File: config.mk
export PLATFORM = sky130hd
export DESIGN_NAME = lru_frame_replacer_top
export DESIGN_NICKNAME = d
export VERILOG_FILES = /design/src/hdl/lfr_pkg.sv /design/src/hdl/lfr_ram.sv /design/src/hdl/lru_frame_replacer_top.sv
export VERILOG_INCLUDE_DIRS = /design/src /design/src/hdl
export SDC_FILE = /design/constraint.sdc
export NUM_CORES = 1
export LEC_CHECK = 0
export BUFFER_PORTS_ARGS = -buffer_cell sky130_fd_sc_hd__buf_2
export CAP_MARGIN = 40
export CORE_MARGIN = 5
export CORE_UTILIZATION = 45
export CTS_CLUSTER_SIZE = 30
export DETAILED_ROUTE_END_ITERATION = 12
export HOLD_SLACK_MARGIN = 0.05
export PLACE_DENSITY = 0.69
export SETUP_SLACK_MARGIN = 0.4
export SKIP_CTS_REPAIR_TIMING = 1
export SYNTH_ARGS = -nofsm -noshare
export SYNTH_HDL_FRONTEND = slang
export SYNTH_HIERARCHICAL = 1
export SYNTH_SLANG_ARGS = --single-unit
File: constraint.sdc
create_clock -name clock -period 11.2 [get_ports clock]
set_input_delay 2.24 -clock clock [delete_from_list [all_inputs] [get_ports clock]]
set_output_delay 2.24 -clock clock [all_outputs]
set_load 0.01 [all_outputs]
File: src/hdl/lru_frame_replacer_top_defines.svh
// Assertion macros shared by the LRU frame replacer RTL.
`ifndef LRU_FRAME_REPLACER_TOP_DEFINES_SVH
`define LRU_FRAME_REPLACER_TOP_DEFINES_SVH

// Same-cycle implication, sampled on clock, disabled while reset is high.
`define LFR_ASSERT_NOW(label, ante, cons) \
   label: assert property (@(posedge clock) disable iff (reset) (ante) |-> (cons)) \
      else $error("lru_frame_replacer assertion failed");

// Next-cycle implication, sampled on clock, disabled while reset is high.
`define LFR_ASSERT_NEXT(label, ante, cons) \
   label: assert property (@(posedge clock) disable iff (reset) (ante) |=> (cons)) \
      else $error("lru_frame_replacer assertion failed");

`endif

File: src/hdl/lfr_pkg.sv
// Package for the LRU frame replacer: defaults, command codes and states.
`default_nettype none

package lfr_pkg;

   localparam int LFR_NUM_FRAMES = 64;

   typedef enum logic [1:0] {
      CMD_VICTIM = 2'd0,
      CMD_PIN    = 2'd1,
      CMD_UNPIN  = 2'd2
   } lfr_cmd_type;

   typedef enum logic [1:0] {
      ST_CLEAR,
      ST_IDLE,
      ST_EXEC
   } lfr_state_type;

endpackage

`default_nettype wire

File: src/hdl/lfr_ram.sv
// Generic single-write, single-read RAM with a registered read port.
`default_nettype none

module lfr_ram #(
   parameter int WIDTH = 8,
   parameter int DEPTH = 64,
   localparam int ADDR_W = $clog2(DEPTH)
) (
   input  wire logic              clock,
   input  wire logic              wr_en,
   input  wire logic [ADDR_W-1:0] wr_addr,
   input  wire logic [WIDTH-1:0]  wr_data,
   input  wire logic [ADDR_W-1:0] rd_addr,
   output logic      [WIDTH-1:0]  rd_data
);

   logic [WIDTH-1:0] mem [DEPTH];

   always_ff @(posedge clock) begin
      if (wr_en) begin
         mem[wr_addr] <= wr_data;
      end
      rd_data <= mem[rd_addr];
   end

endmodule

`default_nettype wire

File: src/hdl/lru_frame_replacer_top.sv
// LRU frame replacer: doubly linked list of evictable frames kept in RAM.
//
// Requests enter on start with req_cmd and req_frame; one is taken at a
// clock edge where start is high and busy is low. Commands: take victim,
// pin frame, unpin frame. Every request produces exactly one result,
// shown for one cycle with rsp_strobe high; the receiver cannot stall it.
//
// In the accept cycle the listed, next-link and prev-link RAMs are read
// at the target frame (the oldest frame for a victim request); in the
// EXEC state that follows, the list is updated and at most one entry per
// RAM is written. The result is strobed in the cycle after EXEC, as
// rsp_strobe is registered; busy is already low in that cycle, so a new
// request can be taken while a result is shown, but not while one is
// still in EXEC.
//
// After reset the membership RAM is swept clear, one frame per cycle, from
// frame 0 to NUM_FRAMES-1, with busy high during the sweep. The link RAMs
// are never cleared, since a link is only read after it has been written.
`default_nettype none
`include "lru_frame_replacer_top_defines.svh"

module lru_frame_replacer_top
   import lfr_pkg::*;
#(
   parameter int NUM_FRAMES = LFR_NUM_FRAMES,
   localparam int FRAME_W = $clog2(NUM_FRAMES),
   localparam int COUNT_W = $clog2(NUM_FRAMES + 1)
) (
   input  wire logic               clock,
   input  wire logic               reset,
   input  wire logic               start,
   output logic                    busy,
   input  wire logic [1:0]         req_cmd,
   input  wire logic [FRAME_W-1:0] req_frame,
   output logic                    rsp_strobe,
   output logic                    rsp_victim_found,
   output logic      [FRAME_W-1:0] rsp_victim_frame,
   output logic      [COUNT_W-1:0] rsp_evictable_count
);

   lfr_state_type state_ff, state_in;
   lfr_cmd_type   cmd_ff, cmd_in;
   logic [FRAME_W-1:0] addr_ff, addr_in;
   logic               frame_ok_ff, frame_ok_in;
   logic [FRAME_W-1:0] oldest_ff, oldest_in;
   logic [FRAME_W-1:0] newest_ff, newest_in;
   logic [COUNT_W-1:0] count_ff, count_in;
   logic [FRAME_W-1:0] clr_addr_ff, clr_addr_in;
   logic               strobe_ff, strobe_in;
   logic               found_ff, found_in;
   logic [FRAME_W-1:0] vframe_ff, vframe_in;

   logic               accept;
   logic [FRAME_W-1:0] rd_addr;
   logic               unlink_go, append_go;

   logic               lst_we, lst_wd;
   logic [FRAME_W-1:0] lst_wa;
   logic               lst_rd;
   logic               nxt_we, prv_we;
   logic [FRAME_W-1:0] nxt_wa, nxt_wd, nxt_rd;
   logic [FRAME_W-1:0] prv_wa, prv_wd, prv_rd;

   assign busy   = (state_ff != ST_IDLE);
   assign accept = start && !busy;

   // A victim request works on the current oldest frame.
   assign rd_addr = (req_cmd == CMD_VICTIM) ? oldest_ff : req_frame;

   lfr_ram #(.WIDTH(1), .DEPTH(NUM_FRAMES)) u_listed_ram (
      .clock   (clock),
      .wr_en   (lst_we),
      .wr_addr (lst_wa),
      .wr_data (lst_wd),
      .rd_addr (rd_addr),
      .rd_data (lst_rd)
   );

   lfr_ram #(.WIDTH(FRAME_W), .DEPTH(NUM_FRAMES)) u_next_ram (
      .clock   (clock),
      .wr_en   (nxt_we),
      .wr_addr (nxt_wa),
      .wr_data (nxt_wd),
      .rd_addr (rd_addr),
      .rd_data (nxt_rd)
   );

   lfr_ram #(.WIDTH(FRAME_W), .DEPTH(NUM_FRAMES)) u_prev_ram (
      .clock   (clock),
      .wr_en   (prv_we),
      .wr_addr (prv_wa),
      .wr_data (prv_wd),
      .rd_addr (rd_addr),
      .rd_data (prv_rd)
   );

   assign unlink_go = (state_ff == ST_EXEC) &&
                      (((cmd_ff == CMD_VICTIM) && (count_ff != '0)) ||
                       ((cmd_ff == CMD_PIN) && frame_ok_ff && lst_rd));
   assign append_go = (state_ff == ST_EXEC) &&
                      (cmd_ff == CMD_UNPIN) && frame_ok_ff && !lst_rd;

   always_comb begin
      state_in    = state_ff;
      cmd_in      = cmd_ff;
      addr_in     = addr_ff;
      frame_ok_in = frame_ok_ff;
      oldest_in   = oldest_ff;
      newest_in   = newest_ff;
      count_in    = count_ff;
      clr_addr_in = clr_addr_ff;
      strobe_in   = 1'b0;
      found_in    = found_ff;
      vframe_in   = vframe_ff;
      lst_we      = 1'b0;
      lst_wa      = addr_ff;
      lst_wd      = 1'b0;
      nxt_we      = 1'b0;
      nxt_wa      = prv_rd;
      nxt_wd      = nxt_rd;
      prv_we      = 1'b0;
      prv_wa      = nxt_rd;
      prv_wd      = prv_rd;

      case (state_ff)
         ST_CLEAR: begin
            lst_we      = 1'b1;
            lst_wa      = clr_addr_ff;
            clr_addr_in = clr_addr_ff + FRAME_W'(1);
            if (clr_addr_ff == FRAME_W'(NUM_FRAMES - 1)) begin
               state_in = ST_IDLE;
            end
         end
         ST_IDLE: begin
            if (accept) begin
               state_in    = ST_EXEC;
               cmd_in      = lfr_cmd_type'(req_cmd);
               addr_in     = rd_addr;
               frame_ok_in = (32'(req_frame) < NUM_FRAMES);
            end
         end
         ST_EXEC: begin
            state_in = ST_IDLE;
            if (unlink_go) begin
               lst_we   = 1'b1;
               count_in = count_ff - COUNT_W'(1);
               if (count_ff <= COUNT_W'(1)) begin
                  oldest_in = '0;
                  newest_in = '0;
               end else if (addr_ff == oldest_ff) begin
                  oldest_in = nxt_rd;
               end else if (addr_ff == newest_ff) begin
                  newest_in = prv_rd;
               end else begin
                  // Bridge the neighbors around the frame leaving the middle.
                  nxt_we = 1'b1;
                  prv_we = 1'b1;
               end
            end else if (append_go) begin
               lst_we   = 1'b1;
               lst_wd   = 1'b1;
               count_in = count_ff + COUNT_W'(1);
               if (count_ff == '0) begin
                  oldest_in = addr_ff;
                  newest_in = addr_ff;
               end else begin
                  nxt_we    = 1'b1;
                  nxt_wa    = newest_ff;
                  nxt_wd    = addr_ff;
                  prv_we    = 1'b1;
                  prv_wa    = addr_ff;
                  prv_wd    = newest_ff;
                  newest_in = addr_ff;
               end
            end
            strobe_in = 1'b1;
            found_in  = (cmd_ff == CMD_VICTIM) && (count_ff != '0);
            vframe_in = found_in ? addr_ff : '0;
         end
         default: begin
            state_in = ST_IDLE;
         end
      endcase
   end

   always_ff @(posedge clock) begin
      if (reset) begin
         state_ff    <= ST_CLEAR;
         oldest_ff   <= '0;
         newest_ff   <= '0;
         count_ff    <= '0;
         clr_addr_ff <= '0;
         strobe_ff   <= 1'b0;
      end else begin
         state_ff    <= state_in;
         oldest_ff   <= oldest_in;
         newest_ff   <= newest_in;
         count_ff    <= count_in;
         clr_addr_ff <= clr_addr_in;
         strobe_ff   <= strobe_in;
      end
   end

   always_ff @(posedge clock) begin
      cmd_ff      <= cmd_in;
      addr_ff     <= addr_in;
      frame_ok_ff <= frame_ok_in;
      found_ff    <= found_in;
      vframe_ff   <= vframe_in;
   end

   assign rsp_strobe          = strobe_ff;
   assign rsp_victim_found    = found_ff;
   assign rsp_victim_frame    = vframe_ff;
   assign rsp_evictable_count = count_ff;

   `LFR_ASSERT_NOW(a_accept_in_idle, accept, state_ff == ST_IDLE)
   `LFR_ASSERT_NEXT(a_exec_gives_result, state_ff == ST_EXEC, rsp_strobe)
   `LFR_ASSERT_NOW(a_empty_ends_zero, count_ff == '0, oldest_ff == '0 && newest_ff == '0)
   `LFR_ASSERT_NOW(a_full_no_append, count_ff == COUNT_W'(NUM_FRAMES), !append_go)
   `LFR_ASSERT_NOW(a_count_in_range, rsp_strobe, rsp_evictable_count <= COUNT_W'(NUM_FRAMES))

endmodule

`default_nettype wire
**After elaboration in Yosys (flattened, before gate mapping)**

Memory sizes are Yosys's and may differ from the RTL's. A register that Yosys moved wholly into a read port is not among the register bits.
Index checks and enable logic that the tools add are counted.

- Output and inout bits: 16
- Input port bits: 11
- Logic and storage cells: 93
- RAM bits: 832
- Flip-flop bits (word level): 43
- Memories kept: 3

Memory list:

| name | depth | bits a word | read ports | clocked after memory_dff | write ports | line | text |
|---|---|---|---|---|---|---|---|
| u_next_ram.mem | 64 | 6 | 1 | 1 | 1 | lfr_ram.sv:17 | `logic [WIDTH-1:0] mem [DEPTH];` |
| u_prev_ram.mem | 64 | 6 | 1 | 1 | 1 | lfr_ram.sv:17 |  |
| u_listed_ram.mem | 64 | 1 | 1 | 1 | 1 | lfr_ram.sv:17 |  |

- Reductions and logical operators: 21
- Eq/ne operators: 13
- Muxes and demuxes: 42
- Add/sub/neg operators: 3
- Order comparisons: 1

Operators by type and width:

| kind | count |
|---|---|
| $mux 6 | 20 |
| $mux 1 | 16 |
| $mux 7 | 2 |
| $eq 6x6->1 | 2 |
| $reduce_and 4->1 | 2 |
| $add 7x1->7 const B | 1 |
| $le 7x1->1 const B | 1 |
| $logic_not 7->1 | 1 |
| $reduce_bool 7->1 | 1 |
| $sub 7x1->7 const B | 1 |
| $add 6x1->6 const B | 1 |
| $eq 6x6->1 const B | 1 |
| $logic_and 1x1->1 | 6 |
| $logic_not 2->1 | 3 |
| $ne 3x1->1 const B | 2 |
| $reduce_and 2->1 | 3 |
| $eq 2x1->1 const B | 2 |
| $eq 2x2->1 const B | 2 |
| $mux 2 | 2 |
| $ne 2x2->1 const B | 2 |
| $pmux 2 s2 | 1 |
| $reduce_bool 2->1 | 2 |
| $ne 3x3->1 const B | 1 |
| $logic_not 1->1 | 2 |
| other kinds (3) | 3 |

**Longest topological paths before layout**

Gate-level depths: netlist (run 1).

- Word-level depth: 8
- Depth in mapped cells: 11
- Depth with buffers taken out: 9

**Hierarchy**

The synthesis (run 1) kept the hierarchy.

By module, submodules not included:

| module | seq. area each (um2) | cells each | times used | area each (um2) |
|---|---|---|---|---|
| lfr_ram (u_next_ram ...) | 11651.2 | 720 | 2 | 15225.9 |
| lfr_ram (u_listed_ram) | 1941.9 | 204 | 1 | 2914.0 |
| lru_frame_replacer_top | 1011.0 | 244 | 1 | 2448.6 |

**Worst setup path after synthesis (run 1)**

Ideal clock, no wire load.

- Path type: flip-flop to flip-flop
- Start point: reg state_ff[0]
- End point: mem u_next_ram/mem[33][0] in the netlist's numbering, enable pin
- Setup time: 350 ps
- Clock period less this slack: 5630 ps
- Required time: 10850 ps
- Stages on the path, launching flop included: 10
- Setup slack: 5570 ps
- Buffers on the path: 3
- Arrival: 5280 ps
- Path through: dfxtp_1 -> nand2b_1 -> nor4b_2 -> nor2b_1 -> buf_2 -> mux2_2 -> clkbuf_1 -> or3b_2 -> clkbuf_1 -> nor2_1

- Elaborated cells between the ends (all ways): 12
- Those cells by class: eq/ne: 1; mux: 8; reduce/logical: 3

RTL lines:

| element | line | text |
|---|---|---|
| start: declaration | lru_frame_replacer_top.sv:41 | `lfr_state_type state_ff, state_in;` |
| start signal: assignment | lru_frame_replacer_top.sv:195 | `state_ff <= state_in;` |
| $eq 2x2->1 (*) | lru_frame_replacer_top.sv:97, lru_frame_replacer_top.sv:100, lru_frame_replacer_top.sv:125 |  |
| $logic_and 1x1->1 | lru_frame_replacer_top.sv:100 | `assign append_go = (state_ff == ST_EXEC) &&` |
| $logic_and 1x1->1 | lru_frame_replacer_top.sv:101 | `(cmd_ff == CMD_UNPIN) && frame_ok_ff && !lst_rd;` |
| $mux 6 | lru_frame_replacer_top.sv:159 | `end else if (append_go) begin` |
| $mux 6 | lru_frame_replacer_top.sv:144 | `if (unlink_go) begin` |
| $mux 6 (*) | lru_frame_replacer_top.sv:125 | `case (state_ff)` |
| named net nxt_wa[4] | lru_frame_replacer_top.sv:61 | `logic [FRAME_W-1:0] nxt_wa, nxt_wd, nxt_rd;` |
| end: declaration | lfr_ram.sv:17 |  |

Mark *: on every way through the listed nets, which the timed path passes. The rest lies on a longest branch.

**Worst setup path in the final report (run 1)**

- Start point: in req_cmd[1]
- End point: reg u_prev_ram.rd_data[1], read port of u_prev_ram.mem

- Cells in the longest elaborated chain, start to end: 2

RTL lines:

| element | line | text |
|---|---|---|
| start: declaration | lru_frame_replacer_top.sv:33 | `input wire logic [1:0] req_cmd,` |
| $logic_not 2->1 | lru_frame_replacer_top.sv:68 | `assign rd_addr = (req_cmd == CMD_VICTIM) ? oldest_ff : req_frame;` |
| $mux 6 | lru_frame_replacer_top.sv:68 |  |
| named net rd_addr[0] | lru_frame_replacer_top.sv:54 | `logic [FRAME_W-1:0] rd_addr;` |
| end: declaration | lfr_ram.sv:14 | `output logic [WIDTH-1:0] rd_data` |

The timed path passes the listed nets, and every way through them passes these cells.
A chain may end at the register's enable or synchronous reset.

==> results.yml, run 1 <==
synth:
  yosysTopAreaCell: "edfxtp_1"
  ys.warnings.count: 6
  async_reset_ff_share_pct: 0
  syn_nets: 1903
  ys_seq_area_share_pct: 73.3
  synth_edf_count: 847
  syn_area_per_cell_um2: 19.0
  synth_top_area_share_pct: 71.0
  synth_area_um2: 35800
  synth_seq_cells: 888
  synthCells: 1888
  yosysUniqueCellTypes: 65
  yosys-top-cells-count: "edfxtp_1 (847), nor2_1 (220), mux4_2 (184)"
  synthFlopType: "edfxtp_1"
  yosysMostFrequentCell: "edfxtp_1"
  ys_top_cells_by_area: "edfxtp_1 (71%), mux4_2 (12%), nor2_1 (2.3%), dfxtp_1 (2.3%), mux2_2 (1.4%)"
min_path:
  worstHoldPathType: "flop to flop"
  holdPathEnd: "clr_addr_ff[5]$_SDFFE_PP0P_"
  min_from: "clr_addr_ff[5]$_SDFFE_PP0P_"
  hold_path_depth: 2
global_routing:
  overflow: 0
  grt_pass1_vias: 18500
  grt_antenna_before_repair: 0
  grt_pass1_wl_um: 116000
  grt_max_degree: 101
  grt_usage_pct: 17.7
sta:
  finalHoldViolations: 0
  fmax_mhz: 182
  slew_headroom_pct: 39.5
  fin_setup_tns_ns: 0
  slew_violations: 0
  worst-slew-pin-transition_ns: 0.901
  setup_viol: 0
  post-route-period-util_pct: 49.0
  fin_skew_ns: 0.0308
  finalWorstSetupSlack_ns: 5.71
  period_minus_slack_ns: 5.49
  rsz0062_at_grt: "false"
worst_setup_path:
  startpoint: "req_cmd[1]"
  crit_fanout: 100
  r2r_end: "u_next_ram/mem[47][3]$_DFFE_PP_"
  max_stage_delay_ns: 0.79
  critPathLaunchType: "input port"
  worst-path-buf-inv: 2
  critical-path-top-delay-family: "multiplexers"
  r2r_slack_ns: 6.61
  cp.arrival_ns: 6.01
  reg2reg_from: "state_ff[1]$_SDFFE_PP0P_"
  path_cells: "buf_2 > nor2_1 > mux2_8 > buf_12 > mux4_1 > mux2_2 > o21ai_1 > a21oi_1 > o22a_1"
  slowest_stage: "mux2_8"
  crit_type: "input port to flop"
  worstSetupEndpointType: "flop"
  cp_data_required_time_ns: 11.72
  r2r_cells: 9
  cp.depth: 9
power_and_ir_drop:
  leakage_nw: 12.1
  max-vdd-ir-drop_mv: 0.110
  powerDensity_nw_per_um2: 182
cells_and_area:
  post-route-cell-area_um2: 39900
  syn_to_final_growth_pct: 11.5
  final_util_pct: 50.5
  fillers: 6201
  final_layout_size_suffix_gt1_share_pct: 21.9
  final_nets: 1945
  antenna_cells: 0
flow_run:
  drv_cap: 0
clock_network:
  cts.clk_slew.worst_paths_ns: 0.07
  cts-buffers-inserted: 90
  cts_buffer_depth: 3
  cts.sinks: 888
  htree_num_levels: 3
  clk_latency_ns: 0.64
  cts_tree: "done"
  cts-root-buf: "clkbuf_16"
die:
  io_pins: 27
  num_rows: 103
  die_h_um: 292
  die_area_um2: 85300
  die_x_um: 292
  initial_core_util_pct: 45.3
  core_area_um2: 79000
status:
  status: "complete, no violations"
routing:
  drcViolationCount: 0
  drt_iter0_markers: 1708
  viasPerCell: 5.94
  vias: 18100
  antenna_left: 0
  firstDrtPassIters: 7
  wire_per_inst_um: 25.0
  wl_um: 76400
placed_design:
  globalplace.congestion: 0.791
  hpwl_um: 45100
  pre_cts_slack_ns: 5.05
  place_area_um2: 36900
  io_buffers: 26
[metal layers]
| metal | up-vias | part of all wire, % | global-route usage (%) |
|---|---|---|---|
| met5 | - | 0 | 0 |
| met4 | 0 | 2.4 | 5.01 |
| met3 | 130 | 7.1 | 3.05 |
| met2 | 742 | 50 | 29.1 |
| met1 | 9478 | 40 | 24.7 |
| li1 | 7788 | - | - |
[final cells by class]
class / instances / area (um2) / share of cell area, %
Timing Repair Buffer: 56 / 388 / 0.972
Inverter: 6 / 22.5 / 0.0564
Sequential cell: 888 / 26300 / 65.8
Clock buffer: 112 / 2360 / 5.92
Multi-Input combinational cell: 888 / 8930 / 22.4
Tap cell: 1050 / 1310 / 3.29
Clock inverter: 54 / 643 / 1.61
[power by group]
part | leakage, nW | internal [mW] | total, mW | switching [mW]
clock network | 1.45 | 1.77 | 3.01 | 1.24
registers | 7.84 | 3.76 | 3.77 | 0.0133
logic | 2.84 | 0.150 | 0.498 | 0.348
total | 12.1 | 5.68 | 7.28 | 1.60
[worst min-delay path, delay by kind of cell (launching register included)]
| family | cells | cell delay (ns) |
|---|---|---|
| compound gates | 2 | 0.14 |
| flops | 1 | 0.33 |
[through the flow]
stage               hold slack (ns)  total power, mW  instances
CTS                           0.518             7.34       3053
detailed placement            0.506             4.34       2887
global route                  0.560             7.51       3054
finish                        0.519             7.28       3054
global placement              0.481             4.33       2880
floorplan                     0.463             4.16       1888
[cells by family (layout without fill, tap and decap cells)]
family                   Yosys count  after routing  synth area share, %
adder cells (fa/ha/maj)            4              4                0.140
AND/OR/NAND/NOR                  419            419                 5.53
AO/OA/AOI/OAI                    167            167                 3.44
XOR/XNOR                          19             19                0.465
flip-flops                       888            888                 73.3
multiplexers                     279            279                 15.2
buffers and inverters            112            228                 1.86
[layout by cell type, fill, tap and decap left out, types with 24 or more instances in the layout]
master	Yosys	layout
mux2i_1	30	30
nand3_1	34	34
mux4_2	184	184
nand2_1	38	38
mux2_2	46	43
o22ai_1	24	24
edfxtp_1	847	847
clkbuf_16	0	90
nor2b_1	26	26
dfxtp_1	41	41
nor2_1	220	220
buf_2	28	30
[worst max-delay path by stage]
stage                                           end
floorplan           u_next_ram/mem[33][0]$_DFFE_PP_
global placement      u_prev_ram/rd_data[1]$_DFF_P_
detailed placement    u_prev_ram/rd_data[1]$_DFF_P_
CTS                   u_prev_ram/rd_data[1]$_DFF_P_
global route          u_next_ram/rd_data[2]$_DFF_P_
finish                u_prev_ram/rd_data[1]$_DFF_P_
[sequential cells by signal (all words and copies together), names as in the netlist]
signal	count
u_next_ram/mem	384
u_prev_ram/mem	384
u_listed_ram/mem	64
rsp_evictable_count	7
addr_ff	6
clr_addr_ff	6
newest_ff	6
oldest_ff	6
rsp_victim_frame	6
u_next_ram/rd_data	6
u_prev_ram/rd_data	6
cmd_ff	2
state_ff	2
rsp_strobe	1
rsp_victim_found	1
u_listed_ram/rd_data	1
(Power assumes the default switching activity.)
==> run 2: changes to the inputs <==
PLACE_DENSITY = 0.71   (was 0.69)
clock period = 5 ns   (was 11.2 ns; I/O delays follow)
==> run 2 against run 1 <==
Compared with the run above: sequential cell count unchanged; register-to-register slack lost 5.8 ns; sequential power grew 120%; power grew 120%; global-route usage is 0.60 points higher; wire length up 3.4%; design area hardly changed; die area unchanged; cell count rose by 0.36%; count of clock-buffer cells in the layout fell by 12; non-clock buffer count is 17 higher; setup slack lost 4.9 ns; critical path type is now flop to flop; largest power group unchanged; highest routed layer unchanged.
==> results.yml, run 2 (synthesis gave the netlist of run 1 again) <==
cells_and_area:
  final_nets: 1959
  final_layout_size_suffix_gt1_share_pct: 22.3
  syn_to_final_growth_pct: 11.5
  final_common_cell: "edfxtp_1"
  reg.largest.list: "u_next_ram/mem x384, u_prev_ram/mem x384, u_listed_ram/mem x64"
  final_util_pct: 50.6
  layout_common_cells: "edfxtp_1 (847), nor2_1 (220), mux4_2 (184), clkbuf_16 (87), dfxtp_1 (41)"
  fillers: 6171
placed_design:
  io_buffers: 26
  globalplace.congestion: 0.860
  pre_cts_slack_ns: 0.819
  hpwl_um: 48700
die:
  core_area_um2: 79000
  die_x_um: 292
  io_pins: 27
  initial_core_util_pct: 45.3
  num_rows: 103
  die_area_um2: 85300
  die_h_um: 292
min_path:
  worstHoldPathType: "flop to flop"
worst_setup_path:
  cp.arrival_ns: 4.41
  worstSetupEndpointType: "flop"
  crit_fanout: 30
  cp_data_required_time_ns: 5.27
  critPathLaunchType: "flop"
  crit_type: "flop to flop"
clock_network:
  cts.sinks: 888
  clk_latency_ns: 0.64
  cts_buffer_depth: 3
  cts-root-buf: "clkbuf_16"
  cts-buffers-inserted: 87
  htree_num_levels: 3
  cts.clk_slew.worst_paths_ns: 0.06
  cts_tree: "done"
routing:
  firstDrtPassIters: 5
  vias: 18400
  drt_iter0_markers: 1932
  viasPerCell: 5.99
  wl_um: 79000
  antenna_left: 0
  wire_per_inst_um: 25.8
  drcViolationCount: 0
global_routing:
  overflow: 0
  grt_usage_pct: 18.3
  grt_max_degree: 70
  grt_pass1_vias: 18600
  grt_antenna_before_repair: 1
  grt_pass1_wl_um: 119000
sta:
  slew_violations: 0
  rsz0062_at_grt: "false"
  fin_setup_tns_ns: 0
  fin_skew_ns: 0.0370
  finalWorstSetupSlack_ns: 0.856
  slew_headroom_pct: 42.6
  setup_viol: 0
  finalHoldViolations: 0
  post-route-period-util_pct: 82.9
  fmax_mhz: 241
  period_minus_slack_ns: 4.14
  worst-slew-pin-transition_ns: 0.858
power_and_ir_drop:
  power_mw: 16.0
  leakage_nw: 12.2
  max-vdd-ir-drop_mv: 0.242
  powerDensity_nw_per_um2: 402
status:
  status: "complete, no violations"
flow_run:
  drv_cap: 0
## run 2: where the power goes
| part | internal (mW) | total [mW] | switching, mW | leakage [nW] |
|---|---|---|---|---|
| logic | 0.356 | 1.16 | 0.801 | 2.95 |
| registers | 8.41 | 8.44 | 0.0350 | 7.84 |
| clock network | 3.69 | 6.44 | 2.75 | 1.37 |
| total | 12.5 | 16.0 | 3.59 | 12.2 |
## run 2: layout make-up
class	count	area, um2	share of cell area (%)
Timing Repair Buffer	73	573	1.43
Inverter	6	22.5	0.0564
Sequential cell	888	26300	65.7
Multi-Input combinational cell	888	8950	22.4
Tap cell	1050	1310	3.29
Clock inverter	59	599	1.50
Antenna cell	1	2.50	0.00627
Clock buffer	100	2230	5.57
## run 2: critical path, stage by stage (launching register included)
cell	delay, ns
dfxtp_1	0.46
inv_1	0.07
ha_1	0.25
nor3b_1	0.17
and2_1	0.21
nor2b_1	0.17
buf_4	0.25
mux2_2	0.60
nand4_1	0.79
nor2_1	0.78
## run 2: metrics by stage
| step | hold slack [ns] | cells | cell area [um2] |
|---|---|---|---|
| finish | 0.533 | 3065 | 39900 |
| floorplan | 0.463 | 1888 | 35800 |
| global placement | 0.480 | 2902 | 37100 |
| CTS | 0.530 | 3064 | 39900 |
| detailed placement | 0.518 | 2905 | 37100 |
| global route | 0.544 | 3065 | 39900 |
## run 2: path summary, 6_finish.rpt
check	slack, ns	from	to	cells past startpoint
setup / recovery	0.86	rsp_evictable_count[0]$_SDFFE_PP0P_	u_prev_ram/mem[63][2]$_DFFE_PP_	9
hold / removal	0.53	clr_addr_ff[1]$_SDFFE_PP0P_	clr_addr_ff[1]$_SDFFE_PP0P_	2
setup reg to reg	0.86	rsp_evictable_count[0]$_SDFFE_PP0P_	u_prev_ram/mem[63][2]$_DFFE_PP_	9
hold reg to reg	0.53	clr_addr_ff[1]$_SDFFE_PP0P_	clr_addr_ff[1]$_SDFFE_PP0P_	2
## run 2: metal layers
layer	vias up	GRT usage (%)	share of wire, %
met4	0	5.77	2.9
met3	154	3.74	8.0
met1	9539	25.1	40
li1	7801	-	-
met2	872	29.9	49
met5	-	0	0
==> run 3: changes to the inputs <==
ABC_AREA = 1   (was not set)
clock period = 3.35 ns   (was 5 ns; I/O delays follow)
==> run 3 against run 2 <==
Compared with the run above: clock power rose by 57%; clock skew increased by 0.019 ns; cell count up 53%; critical path depth grew 7; critical path type unchanged; highest routed layer unchanged.
==> results.yml, run 3 <==
routing:
  drcViolationCount: 0
  firstDrtPassIters: 6
  antenna_left: 0
  drt_iter0_markers: 2901
  wl_um: 92100
  viasPerCell: 5.55
  vias: 26000
  wire_per_inst_um: 19.7
power_and_ir_drop:
  p_comb_share_pct: 11.3
  power_mw: 25.7
  p_int_mw: 19.2
  powerDensity_nw_per_um2: 592
  max-vdd-ir-drop_mv: 0.475
  leakage_nw: 15.7
  swShare_pct: 25.2
  pwr-share-clk_pct: 39.3
  power.switching_mw: 6.48
  seqPwrFrac_pct: 49.5
worst_setup_path:
  worstSetupEndpointType: "flop"
  crit_type: "flop to flop"
  crit_fanout: 6
  cp.arrival_ns: 3.25
  cp_data_required_time_ns: 3.72
  critPathLaunchType: "flop"
global_routing:
  grt_use_met3_pct: 3.32
  overflow: 0
  busiest_layer: "met2"
  met2_usage_pct: 32.6
  met1_usage_pct: 26.6
  grt_pass1_wl_um: 140000
  grt_usage_pct: 19.8
  grt_antenna_before_repair: 0
  grt_max_degree: 117
  grt_pass1_vias: 24600
die:
  die_area_um2: 89100
  die_h_um: 298
  num_rows: 105
  initial_core_util_pct: 45.5
  io_pins: 27
  die_x_um: 298
  core_area_um2: 82400
synth:
  yosysUniqueCellTypes: 33
  synthFlopType: "edfxtp_1"
  synth_seq_cells: 888
  ys.warnings.count: 6
  synth_top_area_share_pct: 67.9
  ys_top_cells_by_area: "edfxtp_1 (68%), nand2_1 (12%), nand3_1 (9.8%), nor2_1 (2.3%), dfxtp_1 (2.2%)"
  yosysMostFrequentCell: "nand2_1"
  yosysTopAreaCell: "edfxtp_1"
  synth_edf_count: 847
  yosys-top-cells-count: "nand2_1 (1,172), edfxtp_1 (847), nand3_1 (734)"
  syn_nets: 3447
  syn_area_per_cell_um2: 10.9
  synthCells: 3432
  async_reset_ff_share_pct: 0
  ys_seq_area_share_pct: 70.1
  synth_area_um2: 37400
sta:
  fmax_mhz: 347
  post-route-period-util_pct: 86.1
  fin_setup_tns_ns: 0
  timing.hold.ws_ns: 0.269
  worst-slew-pin-transition_ns: 0.979
  setup_viol: 0
  slew_violations: 0
  fin_skew_ns: 0.0563
  rsz0062_at_grt: "true"
  period_minus_slack_ns: 2.89
  finalWorstSetupSlack_ns: 0.464
  slew_headroom_pct: 34.0
  finalHoldViolations: 0
cells_and_area:
  antenna_cells: 0
  reg.largest.list: "u_next_ram/mem x384, u_prev_ram/mem x384, u_listed_ram/mem x64"
  final_nets: 3548
  syn_to_final_growth_pct: 15.9
  post-route-cell-area_um2: 43400
  final_common_cell: "nand2_1"
  final_layout_size_suffix_gt1_share_pct: 13.6
  final_util_pct: 52.7
  layout_common_cells: "nand2_1 (1,170), edfxtp_1 (847), nand3_1 (726), nor2_1 (151), buf_4 (134)"
  final_cells: 4676
clock_network:
  cts-root-buf: "clkbuf_16"
  clk_latency_ns: 0.67
  htree_num_levels: 3
  cts.sinks: 888
  cts.clk_slew.worst_paths_ns: 0.06
  cts-buffers-inserted: 91
  cts_buffer_depth: 3
  cts_tree: "done"
flow_run:
  drv_cap: 0
placed_design:
  pre_cts_slack_ns: 0.295
  place_area_um2: 39800
  io_buffers: 26
  dp_cells: 4481
  hpwl_um: 54300
  globalplace.congestion: 0.849
status:
  status: "complete, no violations"
min_path:
  worstHoldPathType: "input port to flop"
## run 3: final cells by class
class,instances,area [um2]
well taps,1070,1340
flip-flops and latches,888,26300
inverters,84,349
multi-input cells,2270,10600
clock buffers,110,2370
clock inverters,56,661
repair buffers,198,1800
fillers,6814,39000
## run 3: power groups by stage
stage,sequential [mW],combinational [mW],clock (mW)
after CTS,12.7,2.80,10.2
after global placement,12.9,2.74,0
after floorplan,12.9,1.73,0
after global routing,12.7,3.13,10.7
after detailed placement,12.9,2.79,0
final,12.7,2.90,10.1
## run 3: path summary, 6_finish.rpt
check | cells past startpoint | slack, ns | to | startpoint
worst max register to register | 16 | 0.46 | u_prev_ram/mem[5][0]$_DFFE_PP_ | rsp_evictable_count[1]$_SDFFE_PP0P_
worst max-delay path | 16 | 0.46 | u_prev_ram/mem[5][0]$_DFFE_PP_ | rsp_evictable_count[1]$_SDFFE_PP0P_
worst min-delay path | 1 | 0.27 | cmd_ff[1]$_DFFE_PP_ | req_cmd[1]
worst min register to register | 2 | 0.51 | clr_addr_ff[0]$_SDFFE_PP0P_ | clr_addr_ff[0]$_SDFFE_PP0P_
## run 3: kinds of logic after synthesis
group / synth area share (%)
flops: 70.1
xor+xnor: 0.187
buf+inv: 3.64
fa+ha+maj: 0.134
compound gates: 0.705
simple gates: 25.2
## run 3: worst max-delay path, cell delays in order (launching register included)
cell	delay, ns
dfxtp_4	0.36
inv_2	0.04
ha_1	0.18
inv_2	0.06
nor2_2	0.05
nand2_4	0.14
nand2_8	0.07
nand2_8	0.08
nand4_1	0.21
o31ai_4	0.32
buf_6	0.16
buf_8	0.13
nand4_1	0.10
buf_4	0.22
buf_4	0.16
nor2_2	0.12
buf_4	0.18
## run 3: per-layer routing
metal / share of wire, % / wire length, um
met5: 0 / 0
met4: 3.8 / 3460
met3: 7.5 / 6930
met2: 48 / 44200
met1: 41 / 37500
